--- config.mk ---
export PLATFORM = sky130hd
export DESIGN_NAME = round_robin_time_slice_scheduler_core
export DESIGN_NICKNAME = d
export VERILOG_FILES = /design/src/design/rrts_pkg.sv /design/src/design/rrts_ram.sv /design/src/design/rrts_ctrl.sv /design/src/design/rrts_dp.sv /design/src/design/round_robin_time_slice_scheduler_core.sv
export SDC_FILE = /design/constraint.sdc
export NUM_CORES = 1
export LEC_CHECK = 0
export BUFFER_PORTS_ARGS = -buffer_cell sky130_fd_sc_hd__buf_2
export CAP_MARGIN = 20
export CORE_ASPECT_RATIO = 1.5
export CORE_UTILIZATION = 33
export DETAILED_ROUTE_END_ITERATION = 16
export PLACE_DENSITY = 0.58
export SETUP_SLACK_MARGIN = 0.05
export SLEW_MARGIN = 20
export SYNTH_ARGS = -nofsm -noshare
export SYNTH_HDL_FRONTEND = slang
export SYNTH_HIERARCHICAL = 1
export SYNTH_SLANG_ARGS = --single-unit
--- constraint.sdc ---
create_clock -name clk -period 8.8 [get_ports clk]
set_input_delay 2.2 -clock clk [delete_from_list [all_inputs] [get_ports clk]]
set_output_delay 2.2 -clock clk [all_outputs]
set_load 0.05 [all_outputs]
--- src/design/rrts_pkg.sv ---
`timescale 1ns / 1ps

package rrts_pkg;

    localparam int ID_W       = 8;
    localparam int SVC_W      = 16;
    localparam int SLICE_W    = 16;
    localparam int OUT_TIME_W = 32;
    localparam int S_DATA_W   = ID_W + SVC_W;
    localparam int M_DATA_W   = ID_W + 2 * OUT_TIME_W;

    localparam logic [SLICE_W-1:0] SLICE_RESET = 16'd4;

    localparam logic MODE_ARRIVE = 1'b0;
    localparam logic MODE_TICK   = 1'b1;

    localparam logic STATUS_DONE = 1'b0;
    localparam logic STATUS_DROP = 1'b1;

    typedef enum logic [2:0] {
        ST_IDLE = 3'b001,
        ST_EXEC = 3'b010,
        ST_EMIT = 3'b100
    } rrts_state_t;

    typedef struct packed {
        logic arrive;
        logic exec;
        logic load_out;
    } rrts_cmd_t;

    typedef struct packed {
        logic drop;
        logic finish;
        logic out_free;
    } rrts_sts_t;

endpackage

--- src/design/rrts_ram.sv ---
`timescale 1ns / 1ps

module rrts_ram #(
    parameter int WIDTH = 56,
    parameter int DEPTH = 16
) (
    input  logic                     clk,
    input  logic                     we,
    input  logic [$clog2(DEPTH)-1:0] waddr,
    input  logic [WIDTH-1:0]         wdata,
    input  logic [$clog2(DEPTH)-1:0] raddr,
    output logic [WIDTH-1:0]         rdata
);

    logic [WIDTH-1:0] mem [DEPTH];
    logic [WIDTH-1:0] rdata_reg;

    always_ff @(posedge clk)
    begin
        if (we)
        begin
            mem[waddr] <= wdata;
        end
        rdata_reg <= mem[raddr];
    end

    assign rdata = rdata_reg;

endmodule

--- src/design/rrts_ctrl.sv ---
`timescale 1ns / 1ps

module rrts_ctrl (
    input  logic               clk,
    input  logic               rst_n,
    input  logic               s_axis_tvalid,
    input  logic               s_axis_tuser,
    output logic               s_axis_tready,
    input  rrts_pkg::rrts_sts_t sts,
    output rrts_pkg::rrts_cmd_t cmd
);

    import rrts_pkg::*;

    rrts_state_t state_reg;
    rrts_state_t state_next;

    always_ff @(posedge clk or negedge rst_n)
    begin
        if (!rst_n)
        begin
            state_reg <= ST_IDLE;
        end
        else
        begin
            state_reg <= state_next;
        end
    end

    always_comb
    begin
        state_next    = state_reg;
        cmd           = '0;
        s_axis_tready = 1'b0;
        unique case (state_reg)
            ST_IDLE:
            begin
                s_axis_tready = 1'b1;
                if (s_axis_tvalid)
                begin
                    if (s_axis_tuser == MODE_TICK)
                    begin
                        // The head entry is read at this edge and used next cycle.
                        state_next = ST_EXEC;
                    end
                    else
                    begin
                        cmd.arrive = 1'b1;
                        if (sts.drop)
                        begin
                            state_next = ST_EMIT;
                        end
                    end
                end
            end
            ST_EXEC:
            begin
                cmd.exec   = 1'b1;
                state_next = sts.finish ? ST_EMIT : ST_IDLE;
            end
            ST_EMIT:
            begin
                if (sts.out_free)
                begin
                    cmd.load_out = 1'b1;
                    state_next   = ST_IDLE;
                end
            end
            default:
            begin
                state_next = ST_IDLE;
            end
        endcase
    end

endmodule

--- src/design/rrts_dp.sv ---
`timescale 1ns / 1ps

module rrts_dp #(
    parameter int QUEUE_DEPTH = 16,
    parameter int TIME_BITS   = 32
) (
    input  logic                          clk,
    input  logic                          rst_n,
    input  logic                          cfg_valid,
    input  logic [rrts_pkg::SLICE_W-1:0]  cfg_data,
    input  logic [rrts_pkg::S_DATA_W-1:0] s_axis_tdata,
    output logic                          m_axis_tvalid,
    input  logic                          m_axis_tready,
    output logic [rrts_pkg::M_DATA_W-1:0] m_axis_tdata,
    output logic                          m_axis_tuser,
    input  rrts_pkg::rrts_cmd_t           cmd,
    output rrts_pkg::rrts_sts_t           sts
);

    import rrts_pkg::*;

    localparam int PTR_W   = $clog2(QUEUE_DEPTH);
    localparam int CNT_W   = $clog2(QUEUE_DEPTH + 1);
    localparam int ENTRY_W = ID_W + SVC_W + TIME_BITS;
    localparam logic [CNT_W-1:0] CNT_FULL = CNT_W'(QUEUE_DEPTH);
    localparam logic [PTR_W-1:0] PTR_LAST = PTR_W'(QUEUE_DEPTH - 1);

    logic [SLICE_W-1:0]   time_slice_reg;
    logic [TIME_BITS-1:0] time_now_reg;
    logic [PTR_W-1:0]     head_reg;
    logic [PTR_W-1:0]     tail_reg;
    logic [CNT_W-1:0]     count_reg;
    logic                 run_valid_reg;
    logic [ID_W-1:0]      run_id_reg;
    logic [SVC_W-1:0]     run_rem_reg;
    logic [TIME_BITS-1:0] run_arr_reg;
    logic [SLICE_W-1:0]   slice_used_reg;

    logic                  res_status_reg;
    logic [ID_W-1:0]       res_id_reg;
    logic [OUT_TIME_W-1:0] res_done_reg;
    logic [OUT_TIME_W-1:0] res_turn_reg;

    logic                m_valid_reg;
    logic                m_user_reg;
    logic [M_DATA_W-1:0] m_data_reg;

    logic [ID_W-1:0]      in_id;
    logic [SVC_W-1:0]     in_svc;
    logic                 drop;

    logic [ENTRY_W-1:0]   rd_entry;
    logic [ID_W-1:0]      rd_id;
    logic [SVC_W-1:0]     rd_rem;
    logic [TIME_BITS-1:0] rd_arr;

    logic                 disp;
    logic                 cur_valid;
    logic [ID_W-1:0]      cur_id;
    logic [SVC_W-1:0]     cur_rem;
    logic [TIME_BITS-1:0] cur_arr;
    logic [SLICE_W-1:0]   cur_slice;
    logic [CNT_W-1:0]     cnt_after;
    logic [PTR_W-1:0]     head_after;
    logic [TIME_BITS-1:0] time_inc;
    logic [SVC_W-1:0]     rem_dec;
    logic [SLICE_W-1:0]   slice_inc;
    logic                 finish;
    logic                 preempt;

    logic                 arr_push;
    logic                 ram_we;
    logic [ENTRY_W-1:0]   ram_wdata;
    logic [PTR_W-1:0]     tail_inc;

    assign in_id  = s_axis_tdata[ID_W-1:0];
    assign in_svc = s_axis_tdata[ID_W +: SVC_W];
    assign drop   = (in_svc == '0) || (count_reg == CNT_FULL);

    // The read port always follows the head; its output is registered, so a tick sees the head entry in the next cycle.
    rrts_ram #(
        .WIDTH (ENTRY_W),
        .DEPTH (QUEUE_DEPTH)
    ) u_ram (
        .clk   (clk),
        .we    (ram_we),
        .waddr (tail_reg),
        .wdata (ram_wdata),
        .raddr (head_reg),
        .rdata (rd_entry)
    );

    assign rd_id  = rd_entry[ID_W-1:0];
    assign rd_rem = rd_entry[ID_W +: SVC_W];
    assign rd_arr = rd_entry[ID_W + SVC_W +: TIME_BITS];

    always_comb
    begin
        disp       = !run_valid_reg && (count_reg != '0);
        cur_valid  = run_valid_reg || disp;
        cur_id     = disp ? rd_id : run_id_reg;
        cur_rem    = disp ? rd_rem : run_rem_reg;
        cur_arr    = disp ? rd_arr : run_arr_reg;
        cur_slice  = disp ? '0 : slice_used_reg;
        cnt_after  = count_reg - CNT_W'(disp);
        head_after = head_reg;
        if (disp)
        begin
            head_after = (head_reg == PTR_LAST) ? '0 : head_reg + 1'b1;
        end
        time_inc  = time_now_reg + 1'b1;
        rem_dec   = (cur_rem != '0) ? cur_rem - 1'b1 : cur_rem;
        slice_inc = (cur_slice != '1) ? cur_slice + 1'b1 : cur_slice;
        finish    = cur_valid && (rem_dec == '0);
        // A zero quantum behaves as one because slice_inc is at least one here.
        preempt   = cur_valid && !finish && (slice_inc >= time_slice_reg)
                    && (cnt_after != CNT_FULL);
    end

    assign arr_push  = cmd.arrive && !drop;
    assign ram_we    = arr_push || (cmd.exec && preempt);
    assign ram_wdata = cmd.arrive ? {time_now_reg, in_svc, in_id}
                                  : {cur_arr, rem_dec, cur_id};
    assign tail_inc  = (tail_reg == PTR_LAST) ? '0 : tail_reg + 1'b1;

    always_ff @(posedge clk or negedge rst_n)
    begin
        if (!rst_n)
        begin
            time_slice_reg <= SLICE_RESET;
            time_now_reg   <= '0;
            head_reg       <= '0;
            tail_reg       <= '0;
            count_reg      <= '0;
            run_valid_reg  <= 1'b0;
            slice_used_reg <= '0;
            m_valid_reg    <= 1'b0;
        end
        else
        begin
            if (cfg_valid)
            begin
                time_slice_reg <= cfg_data;
            end
            if (ram_we)
            begin
                tail_reg <= tail_inc;
            end
            if (arr_push)
            begin
                count_reg <= count_reg + 1'b1;
            end
            if (cmd.exec)
            begin
                time_now_reg <= time_inc;
                head_reg     <= head_after;
                count_reg    <= cnt_after + CNT_W'(preempt);
                if (finish || preempt)
                begin
                    run_valid_reg  <= 1'b0;
                    slice_used_reg <= '0;
                end
                else
                begin
                    run_valid_reg  <= cur_valid;
                    slice_used_reg <= cur_valid ? slice_inc : slice_used_reg;
                end
            end
            if (cmd.load_out)
            begin
                m_valid_reg <= 1'b1;
            end
            else if (m_axis_tready)
            begin
                m_valid_reg <= 1'b0;
            end
        end
    end

    always_ff @(posedge clk)
    begin
        if (cmd.exec && cur_valid)
        begin
            run_id_reg  <= cur_id;
            run_rem_reg <= rem_dec;
            run_arr_reg <= cur_arr;
        end
        if (cmd.arrive)
        begin
            res_status_reg <= STATUS_DROP;
            res_id_reg     <= in_id;
            res_done_reg   <= OUT_TIME_W'(64'(time_now_reg));
            res_turn_reg   <= '0;
        end
        else if (cmd.exec)
        begin
            res_status_reg <= STATUS_DONE;
            res_id_reg     <= cur_id;
            res_done_reg   <= OUT_TIME_W'(64'(time_inc));
            res_turn_reg   <= OUT_TIME_W'(64'(TIME_BITS'(time_inc - cur_arr)));
        end
        if (cmd.load_out)
        begin
            m_user_reg <= res_status_reg;
            m_data_reg <= {res_turn_reg, res_done_reg, res_id_reg};
        end
    end

    assign m_axis_tvalid = m_valid_reg;
    assign m_axis_tuser  = m_user_reg;
    assign m_axis_tdata  = m_data_reg;

    assign sts.drop     = drop;
    assign sts.finish   = finish;
    assign sts.out_free = !m_valid_reg || m_axis_tready;

endmodule

--- src/design/round_robin_time_slice_scheduler_core.sv ---
// Arrival beat: taken in ST_IDLE; a drop report is latched as a result and loaded into the
// output register from ST_EMIT. Tick beat: taken in ST_IDLE while the queue head is read from
// RAM, then ST_EXEC runs the task; a completion report is latched there and loaded from ST_EMIT.
// Up to one arrival per cycle; a tick blocks the input through ST_EXEC. A beat that makes a
// report holds the input through ST_EMIT, and longer while a report waits on m_axis_tready.
// rst_n clears the queue pointers, time, running task and output valid; time_slice resets to 4.
`timescale 1ns / 1ps

module round_robin_time_slice_scheduler_core #(
    parameter int QUEUE_DEPTH = 16,
    parameter int TIME_BITS   = 32
) (
    input  logic                          clk,
    input  logic                          rst_n,
    input  logic                          cfg_valid,
    output logic                          cfg_ready,
    input  logic [rrts_pkg::SLICE_W-1:0]  cfg_data,   // time_slice
    input  logic                          s_axis_tvalid,
    output logic                          s_axis_tready,
    input  logic [rrts_pkg::S_DATA_W-1:0] s_axis_tdata, // task_id, service_time
    input  logic                          s_axis_tuser, // mode
    output logic                          m_axis_tvalid,
    input  logic                          m_axis_tready,
    output logic [rrts_pkg::M_DATA_W-1:0] m_axis_tdata, // task_id_res, done_time, turnaround
    output logic                          m_axis_tuser  // status
);

    import rrts_pkg::*;

    rrts_cmd_t cmd;
    rrts_sts_t sts;

    assign cfg_ready = 1'b1;

    rrts_ctrl u_ctrl (
        .clk           (clk),
        .rst_n         (rst_n),
        .s_axis_tvalid (s_axis_tvalid),
        .s_axis_tuser  (s_axis_tuser),
        .s_axis_tready (s_axis_tready),
        .sts           (sts),
        .cmd           (cmd)
    );

    rrts_dp #(
        .QUEUE_DEPTH (QUEUE_DEPTH),
        .TIME_BITS   (TIME_BITS)
    ) u_dp (
        .clk           (clk),
        .rst_n         (rst_n),
        .cfg_valid     (cfg_valid),
        .cfg_data      (cfg_data),
        .s_axis_tdata  (s_axis_tdata),
        .m_axis_tvalid (m_axis_tvalid),
        .m_axis_tready (m_axis_tready),
        .m_axis_tdata  (m_axis_tdata),
        .m_axis_tuser  (m_axis_tuser),
        .cmd           (cmd),
        .sts           (sts)
    );

endmodule

==> flow_metrics.py, run 1 <==
metrics = {
    "critical_path": {
        "r2r-start": "u_dp/count_reg[1]$_DFFE_PN0P_",
        "critPathSlowestCell": "sky130_fd_sc_hd__a2111oi_0",
        "critPathTopFamily": "simple AND/OR/NAND/NOR gates",
        "setup_crit_start_kind": "flip-flop",
        "timing.critical_path.cells": "inv_1, ha_1, or4b_1, nand2_4, and2_1, ha_1, nand4_1, nor3_1, a2111oi_0, and2_1, and3_1, xnor2_1, nor2_1, ha_1, o21a_1, o22ai_1, a41oi_1, and4_1, a21o_1, o311ai_2, nand2_1, or3b_2, nor3_4, buf_4",
        "setup.worst_path.class": "reg2reg",
        "cp_slowest_stage_delay_ns": 0.82,
        "number_of_cells_traversed_by_the_worst_register_to_register_path": 24,
        "critPathArrivalTime_ns": 7.73,
        "worst-endpoint-required_ns": 9.12,
        "maximum_fanout_count_along_the_critical_path": 45,
        "worst_setup_path_end_kind": "flip-flop",
        "timing.reg2reg.setup_slack_ns": 1.39,
        "critical_path.n_buffers_inverters": 2,
        "cp_common_cell": "sky130_fd_sc_hd__ha_1",
        "regToRegEndpoint": "u_dp/u_ram/mem[0][43]$_DFFE_PP_",
        "cp-startpoint": "u_dp/count_reg[1]$_DFFE_PN0P_",
    },
    "power": {
        "p_leak_nw": 19.3,
        "switching_share_pct": 29.8,
        "netSwitchingPower_mw": 5.07,
        "clock_power_share_pct": 29.2,
        "irDropWorstVdd_v": 0.000153,
        "power-per-cell-area_mw_per_mm2": 299,
        "combinational_group_share_of_total_power_pct": 24.7,
        "cellInternalPower_mw": 11.9,
        "seq_power_share_pct": 46.1,
    },
    "sta": {
        "fin_tns_setup_ns": 0,
        "final-max-slew-violation-count": 0,
        "fin_worst_skew_ns": 0.0263,
        "final-hold-violation-count": 0,
        "setup_viol_count_final": 0,
        "slew_headroom_pct": 25.6,
        "min_period_over_period_pct": 84.2,
        "achievable-frequency_mhz": 135,
        "final_period_minus_worst_setup_slack_ns": 7.41,
        "worst-slew-pin-transition_ns": 1.11,
        "grt_setup_unrepaired": "false",
        "hold-worst-slack_ns": 0.417,
    },
    "clocking": {
        "number_of_buffers_created_by_cts": 104,
        "clock_latency_ns": 0.71,
        "hold_buffers": 0,
        "cts_resized": 0,
        "ctsLongestPathBuffers": 3,
        "cts.root.buffer_cell": "sky130_fd_sc_hd__clkbuf_16",
        "h-tree-depth": 3,
        "postCtsSetupBuffers": 0,
        "clk_pin_slew_worst_paths_ns": 0.06,
        "tritoncts": "done",
        "tritoncts_num_sinks": 1236,
    },
    "layout": {
        "layout.cell_area.non_filler_sq_mm": 0.0569,
        "nets": 3172,
        "final_util_pct": 37.9,
        "final_layout_size_suffix_gt1_share_pct": 21.6,
        "area_added_between_synthesis_and_finish_pct": 13.6,
        "largest_reg_flops": 896,
    },
    "synth": {
        "synth_fp_nets": 3051,
        "synthCells": 2946,
        "ys.flop_type": "sky130_fd_sc_hd__edfxtp_1",
        "synth.lib_cells_used.distinct": 83,
        "synth.ff_latch_count": 1236,
        "total_number_of_yosys_warnings": 6,
        "synth_area_sq_mm": 0.0501,
        "async_reset_ff_share_pct": 6.63,
        "synth.avg_cell_area_sq_um": 17.0,
        "synth_enable_flop_cells": 1065,
        "synth_sequential_area_ratio_pct": 71.4,
    },
    "hold_path": {
        "hold-path-endpoint": "u_dp/m_axis_tdata[15]$_DFFE_PP_",
        "worstHoldPathType": "reg2reg",
        "min-delay-start": "u_dp/res_done_reg[7]$_DFFE_PP_",
        "min_delay_path_depth": 0,
    },
    "global_route": {
        "grt_max_degree": 105,
        "grt_first_pass_wirelength_mm": 172,
        "antenna_found_initial": 2,
        "total_grt_usage_pct": 14.8,
        "grt.overflow.total": 0,
        "first_global_vias": 26900,
    },
    "routing": {
        "detail_route.vias_per_cell": 5.05,
        "drtPass1Iterations": 5,
        "detailedRoute.firstIterationViolations": 1815,
        "totalWireLength_mm": 114,
        "drc_errors_left": 0,
        "drt.antenna.violating_nets": 0,
        "wire_per_inst_microns": 22.0,
        "num_vias": 26200,
    },
    "die": {
        "num_io_pins": 122,
        "die_outline_width_microns": 320,
        "dieArea_sq_mm": 0.154,
        "placement_rows": 174,
        "die_height_microns": 479,
        "placeableCoreArea_sq_mm": 0.150,
        "initial_util_pct": 33.3,
    },
    "placement": {
        "portBuffers": 120,
        "gpl.final_weighted_congestion": 0.871,
        "dp_hpwl_mm": 72.4,
        "placedInstanceArea_sq_mm": 0.0532,
    },
    "outcome": {
        "run_status": "finished, final reports clean",
    },
    "flow_run": {
        "maxCapViolations": 0,
    },
}
## how the worst max path moves through the flow
| stage | endpoint | slack (ns) | cells after the start |
|---|---|---|---|
| final | u_dp/u_ram/mem[0][43]$_DFFE_PP_ | 1.39 | 24 |
| after global routing | u_dp/u_ram/mem[0][43]$_DFFE_PP_ | 0.93 | 24 |
| after CTS | u_dp/u_ram/mem[0][37]$_DFFE_PP_ | 1.41 | 24 |
| after detailed placement | u_dp/u_ram/mem[0][37]$_DFFE_PP_ | 1.44 | 24 |
| after global placement | u_dp/u_ram/mem[0][37]$_DFFE_PP_ | 1.62 | 26 |
| after floorplan | u_dp/u_ram/mem[1][0]$_DFFE_PP_ | 0.66 | 27 |
## metal layers
layer / wire [microns] / vias up / global-route usage, %
li1: - / 11700 / -
met1: 47600 / 13600 / 18.9
met2: 58500 / 676 / 26.2
met3: 5230 / 147 / 2.00
met4: 2610 / 0 / 4.26
met5: 0 / - / 0
## per-stage QoR
step                      power, mW  cells  worst slack [ns]
after global routing           17.8   5181             0.934
after floorplan                10.8   2946             0.657
after CTS                      17.2   5180              1.41
after detailed placement       12.2   4985              1.44
final                          17.0   5181              1.39
after global placement         12.2   4985              1.62
## power by group through the flow
stage | logic [mW] | clock network [mW] | registers [mW]
2_1_floorplan | 3.01 | 0 | 7.77
3_3_place_gp | 4.21 | 0 | 7.96
3_5_place_dp | 4.25 | 0 | 7.97
4_1_cts | 4.26 | 5.10 | 7.85
5_1_grt | 4.58 | 5.29 | 7.89
6_report | 4.20 | 4.97 | 7.84
## synthesized netlist by cell type, drive strengths merged, types with 16 or more instances
master | n | area [sq um]
a21o | 21 | 158
a21oi | 46 | 234
a22o | 18 | 161
a22oi | 114 | 856
and2 | 16 | 101
and3 | 17 | 111
buf | 53 | 383
clkbuf | 105 | 394
dfrtp | 80 | 2000
dfxtp | 89 | 1780
edfxtp | 1065 | 32000
ha | 58 | 726
inv | 80 | 300
mux2 | 60 | 676
mux2i | 23 | 230
mux4 | 224 | 5040
nand2 | 299 | 1120
nand3 | 32 | 160
nand4 | 22 | 138
nor2 | 106 | 398
nor3 | 26 | 130
o21ai | 65 | 325
xnor2 | 81 | 709
xor2 | 69 | 604
## layout make-up
class / instances / area (sq um)
clock buffer: 125 / 2830
inverter: 81 / 305
timing repair buffer: 173 / 1130
fill: 13800 / 93500
antenna: 1 / 2.50
tap: 2024 / 2530
clock inverter: 70 / 885
multi-input combinational: 1471 / 13400
sequential: 1236 / 35800
## cell usage in the layout, fill, tap and decap left out, types with 22 or more instances in the layout
cell,Yosys,routed
sky130_fd_sc_hd__nand4_1,22,22
sky130_fd_sc_hd__mux4_2,224,224
sky130_fd_sc_hd__clkinv_2,0,24
sky130_fd_sc_hd__edfxtp_1,1065,1065
sky130_fd_sc_hd__xor2_1,69,69
sky130_fd_sc_hd__xnor2_1,81,81
sky130_fd_sc_hd__o21ai_0,63,62
sky130_fd_sc_hd__buf_2,15,119
sky130_fd_sc_hd__a22oi_1,114,114
sky130_fd_sc_hd__dfrtp_1,80,78
sky130_fd_sc_hd__inv_1,80,77
sky130_fd_sc_hd__nand3_1,32,32
sky130_fd_sc_hd__buf_4,8,44
sky130_fd_sc_hd__mux2_2,60,60
sky130_fd_sc_hd__nand2_1,298,298
sky130_fd_sc_hd__clkbuf_16,0,110
sky130_fd_sc_hd__ha_1,58,58
sky130_fd_sc_hd__a21oi_1,45,45
sky130_fd_sc_hd__nor3_1,26,22
sky130_fd_sc_hd__mux2i_1,23,23
sky130_fd_sc_hd__nor2_1,106,92
sky130_fd_sc_hd__dfxtp_1,89,89
## worst reg2reg max path: cells and delay by family, from the launching register on
kind / cells / cell delay (ns)
adders and majority gates: 3 / 0.75
AOI/OAI and AO/OA: 6 / 1.63
xor gates and xnor gates: 1 / 0.13
DFF: 1 / 0.41
and+or+nand+nor: 12 / 3.24
buffers and inverters: 2 / 0.78
## logic make-up (layout without fill, tap and decap cells)
| kind of cell | count (synthesis) | in the layout | share of synthesized area (%) |
|---|---|---|---|
| AOI/OAI and AO/OA | 357 | 357 | 4.95 |
| xor gates and xnor gates | 150 | 150 | 2.62 |
| buffers and inverters | 239 | 449 | 2.16 |
| muxes | 307 | 307 | 11.9 |
| other | 1 | 2 | 0.00748 |
| adders and majority gates | 59 | 59 | 1.49 |
| and+or+nand+nor | 597 | 597 | 5.48 |
| DFF | 1236 | 1236 | 71.4 |
Note: power is estimated with default switching activity, not from simulation.
==> inputs of run 2 (changes only) <==
- PLACE_DENSITY: 0.58 -> 0.56
- clock period: 8.8 -> 7.35 ns (I/O delays scaled with it)
==> flow_metrics.py, run 2 (synthesized netlist as in run 1, its figures left out) <==
metrics = {
    "outcome": {
        "run_status": "finished, final reports clean",
    },
    "clocking": {
        "tritoncts_num_sinks": 1236,
        "clock_latency_ns": 0.72,
        "h-tree-depth": 3,
        "tritoncts": "done",
        "ctsLongestPathBuffers": 3,
        "postCtsSetupBuffers": 0,
        "number_of_buffers_created_by_cts": 107,
        "cts_resized": 0,
        "hold_buffers": 0,
        "clk_pin_slew_worst_paths_ns": 0.07,
        "cts.root.buffer_cell": "sky130_fd_sc_hd__clkbuf_16",
    },
    "routing": {
        "detailedRoute.firstIterationViolations": 1781,
        "drtPass1Iterations": 7,
        "drc_errors_left": 0,
        "detail_route.vias_per_cell": 4.99,
        "drt.antenna.violating_nets": 0,
        "num_vias": 25900,
        "wire_per_inst_microns": 21.8,
        "totalWireLength_mm": 113,
    },
    "sta": {
        "final_period_minus_worst_setup_slack_ns": 6.56,
        "fin_worst_skew_ns": 0.0239,
        "final-hold-violation-count": 0,
        "finalWorstSetupSlack_ns": 0.792,
        "final-max-slew-violation-count": 0,
        "min_period_over_period_pct": 89.2,
        "setup_viol_count_final": 0,
        "achievable-frequency_mhz": 152,
        "grt_setup_unrepaired": "false",
        "fin_tns_setup_ns": 0,
        "worst-slew-pin-transition_ns": 0.992,
        "slew_headroom_pct": 33.5,
    },
    "hold_path": {
        "worstHoldPathType": "reg2reg",
        "min_delay_path_depth": 0,
    },
    "die": {
        "die_height_microns": 479,
        "placeableCoreArea_sq_mm": 0.150,
        "dieArea_sq_mm": 0.154,
        "die_outline_width_microns": 320,
        "initial_util_pct": 33.3,
        "num_io_pins": 122,
        "placement_rows": 174,
    },
    "critical_path": {
        "cp_slowest_stage_delay_ns": 0.66,
        "setup.worst_path.class": "reg2reg",
        "worst-endpoint-required_ns": 7.76,
        "worst_setup_path_end_kind": "flip-flop",
        "critPathSlowestCell": "sky130_fd_sc_hd__nor3_4",
        "setup_crit_start_kind": "flip-flop",
        "maximum_fanout_count_along_the_critical_path": 22,
        "critPathArrivalTime_ns": 6.97,
        "number_of_cells_traversed_by_the_worst_register_to_register_path": 25,
    },
    "global_route": {
        "grt.overflow.total": 0,
        "grt_first_pass_wirelength_mm": 172,
        "grt_max_degree": 116,
        "total_grt_usage_pct": 14.8,
        "antenna_found_initial": 4,
        "first_global_vias": 26900,
    },
    "layout": {
        "multiInputGateArea_sq_mm": 0.0134,
        "nets": 3186,
        "final.fill_count": 13800,
        "area_added_between_synthesis_and_finish_pct": 13.9,
        "largest_reg_flops": 896,
        "final_layout_size_suffix_gt1_share_pct": 21.6,
        "final_cell_mix": "sky130_fd_sc_hd__edfxtp_1, sky130_fd_sc_hd__nand2_1, sky130_fd_sc_hd__mux4_2",
        "seq_area_sq_mm": 0.0358,
        "commonest_non_fill_non_tap_cell_in_the_layout": "sky130_fd_sc_hd__edfxtp_1",
    },
    "flow_run": {
        "maxCapViolations": 0,
    },
    "placement": {
        "dpl_worst_slack_ns": 0.869,
        "dp_hpwl_mm": 72.3,
        "portBuffers": 120,
        "gpl.final_weighted_congestion": 0.848,
    },
    "power": {
        "power-per-cell-area_mw_per_mm2": 354,
        "irDropWorstVdd_v": 0.000290,
        "p_leak_nw": 19.4,
    },
}
## run 2: path summary, 6_finish.rpt
kind / from / endpoint / slack (ns)
worst max-delay path: u_dp/count_reg[0]$_DFFE_PN0P_ / u_dp/u_ram/mem[8][48]$_DFFE_PP_ / 0.79
worst min-delay path: u_dp/res_id_reg[7]$_DFFE_PP_ / u_dp/m_axis_tdata[7]$_DFFE_PP_ / 0.41
worst max register to register: u_dp/count_reg[0]$_DFFE_PN0P_ / u_dp/u_ram/mem[8][48]$_DFFE_PP_ / 0.79
worst min register to register: u_dp/res_id_reg[7]$_DFFE_PP_ / u_dp/m_axis_tdata[7]$_DFFE_PP_ / 0.41
max in group asynchronous: rst_n / u_dp/head_reg[1]$_DFFE_PN0P_ / 5.08
min in group asynchronous: rst_n / u_dp/time_slice_reg[0]$_DFFE_PN0P_ / 1.06
## run 2: final cells by class
type / instances / share of cell area, %
Tap cell: 2024 / 4.43
Timing Repair Buffer: 184 / 2.38
Clock inverter: 65 / 1.32
Clock buffer: 135 / 5.08
Inverter: 81 / 0.534
Antenna cell: 1 / 0.00438
Multi-Input combinational cell: 1471 / 23.5
Sequential cell: 1236 / 62.7
## run 2: report_power, final
group	switching [mW]	internal, mW	leakage (nW)	total (mW)
combinational	3.13	1.89	6.12	5.02
clock	2.55	3.28	1.77	5.84
sequential	0.374	9.00	11.5	9.37
## run 2: per-layer routing
layer | global-route usage, % | vias to the layer above | routed length [microns] | part of all wire, %
li1 | - | 11700 | - | -
met1 | 19.4 | 13400 | 48700 | 43
met2 | 25.4 | 614 | 56800 | 50
met3 | 1.96 | 157 | 5100 | 4.5
met4 | 4.28 | 2 | 2460 | 2.2
met5 | 0 | - | 13 | 0.011
## run 2: metrics by stage
step	cells	total power, mW	hold slack [ns]	utilization, %	instance area, sq um
floorplan	2946	12.9	0.400	-	50200
global placement	4996	14.6	0.402	35.5	53500
detailed placement	4996	14.6	0.405	35.5	53500
CTS	5196	20.5	0.416	38.0	57100
global route	5197	21.1	0.425	38.0	57100
finish	5197	20.2	0.411	38.0	57100
## run 2: worst max-delay path: cells and delay by family (launching register included)
family	cells	cell delay [ns]
buffers and inverters	2	0.39
and+or+nand+nor	15	3.74
xor gates and xnor gates	1	0.15
AOI/OAI and AO/OA	4	0.79
DFF	1	0.40
adders and majority gates	3	0.74
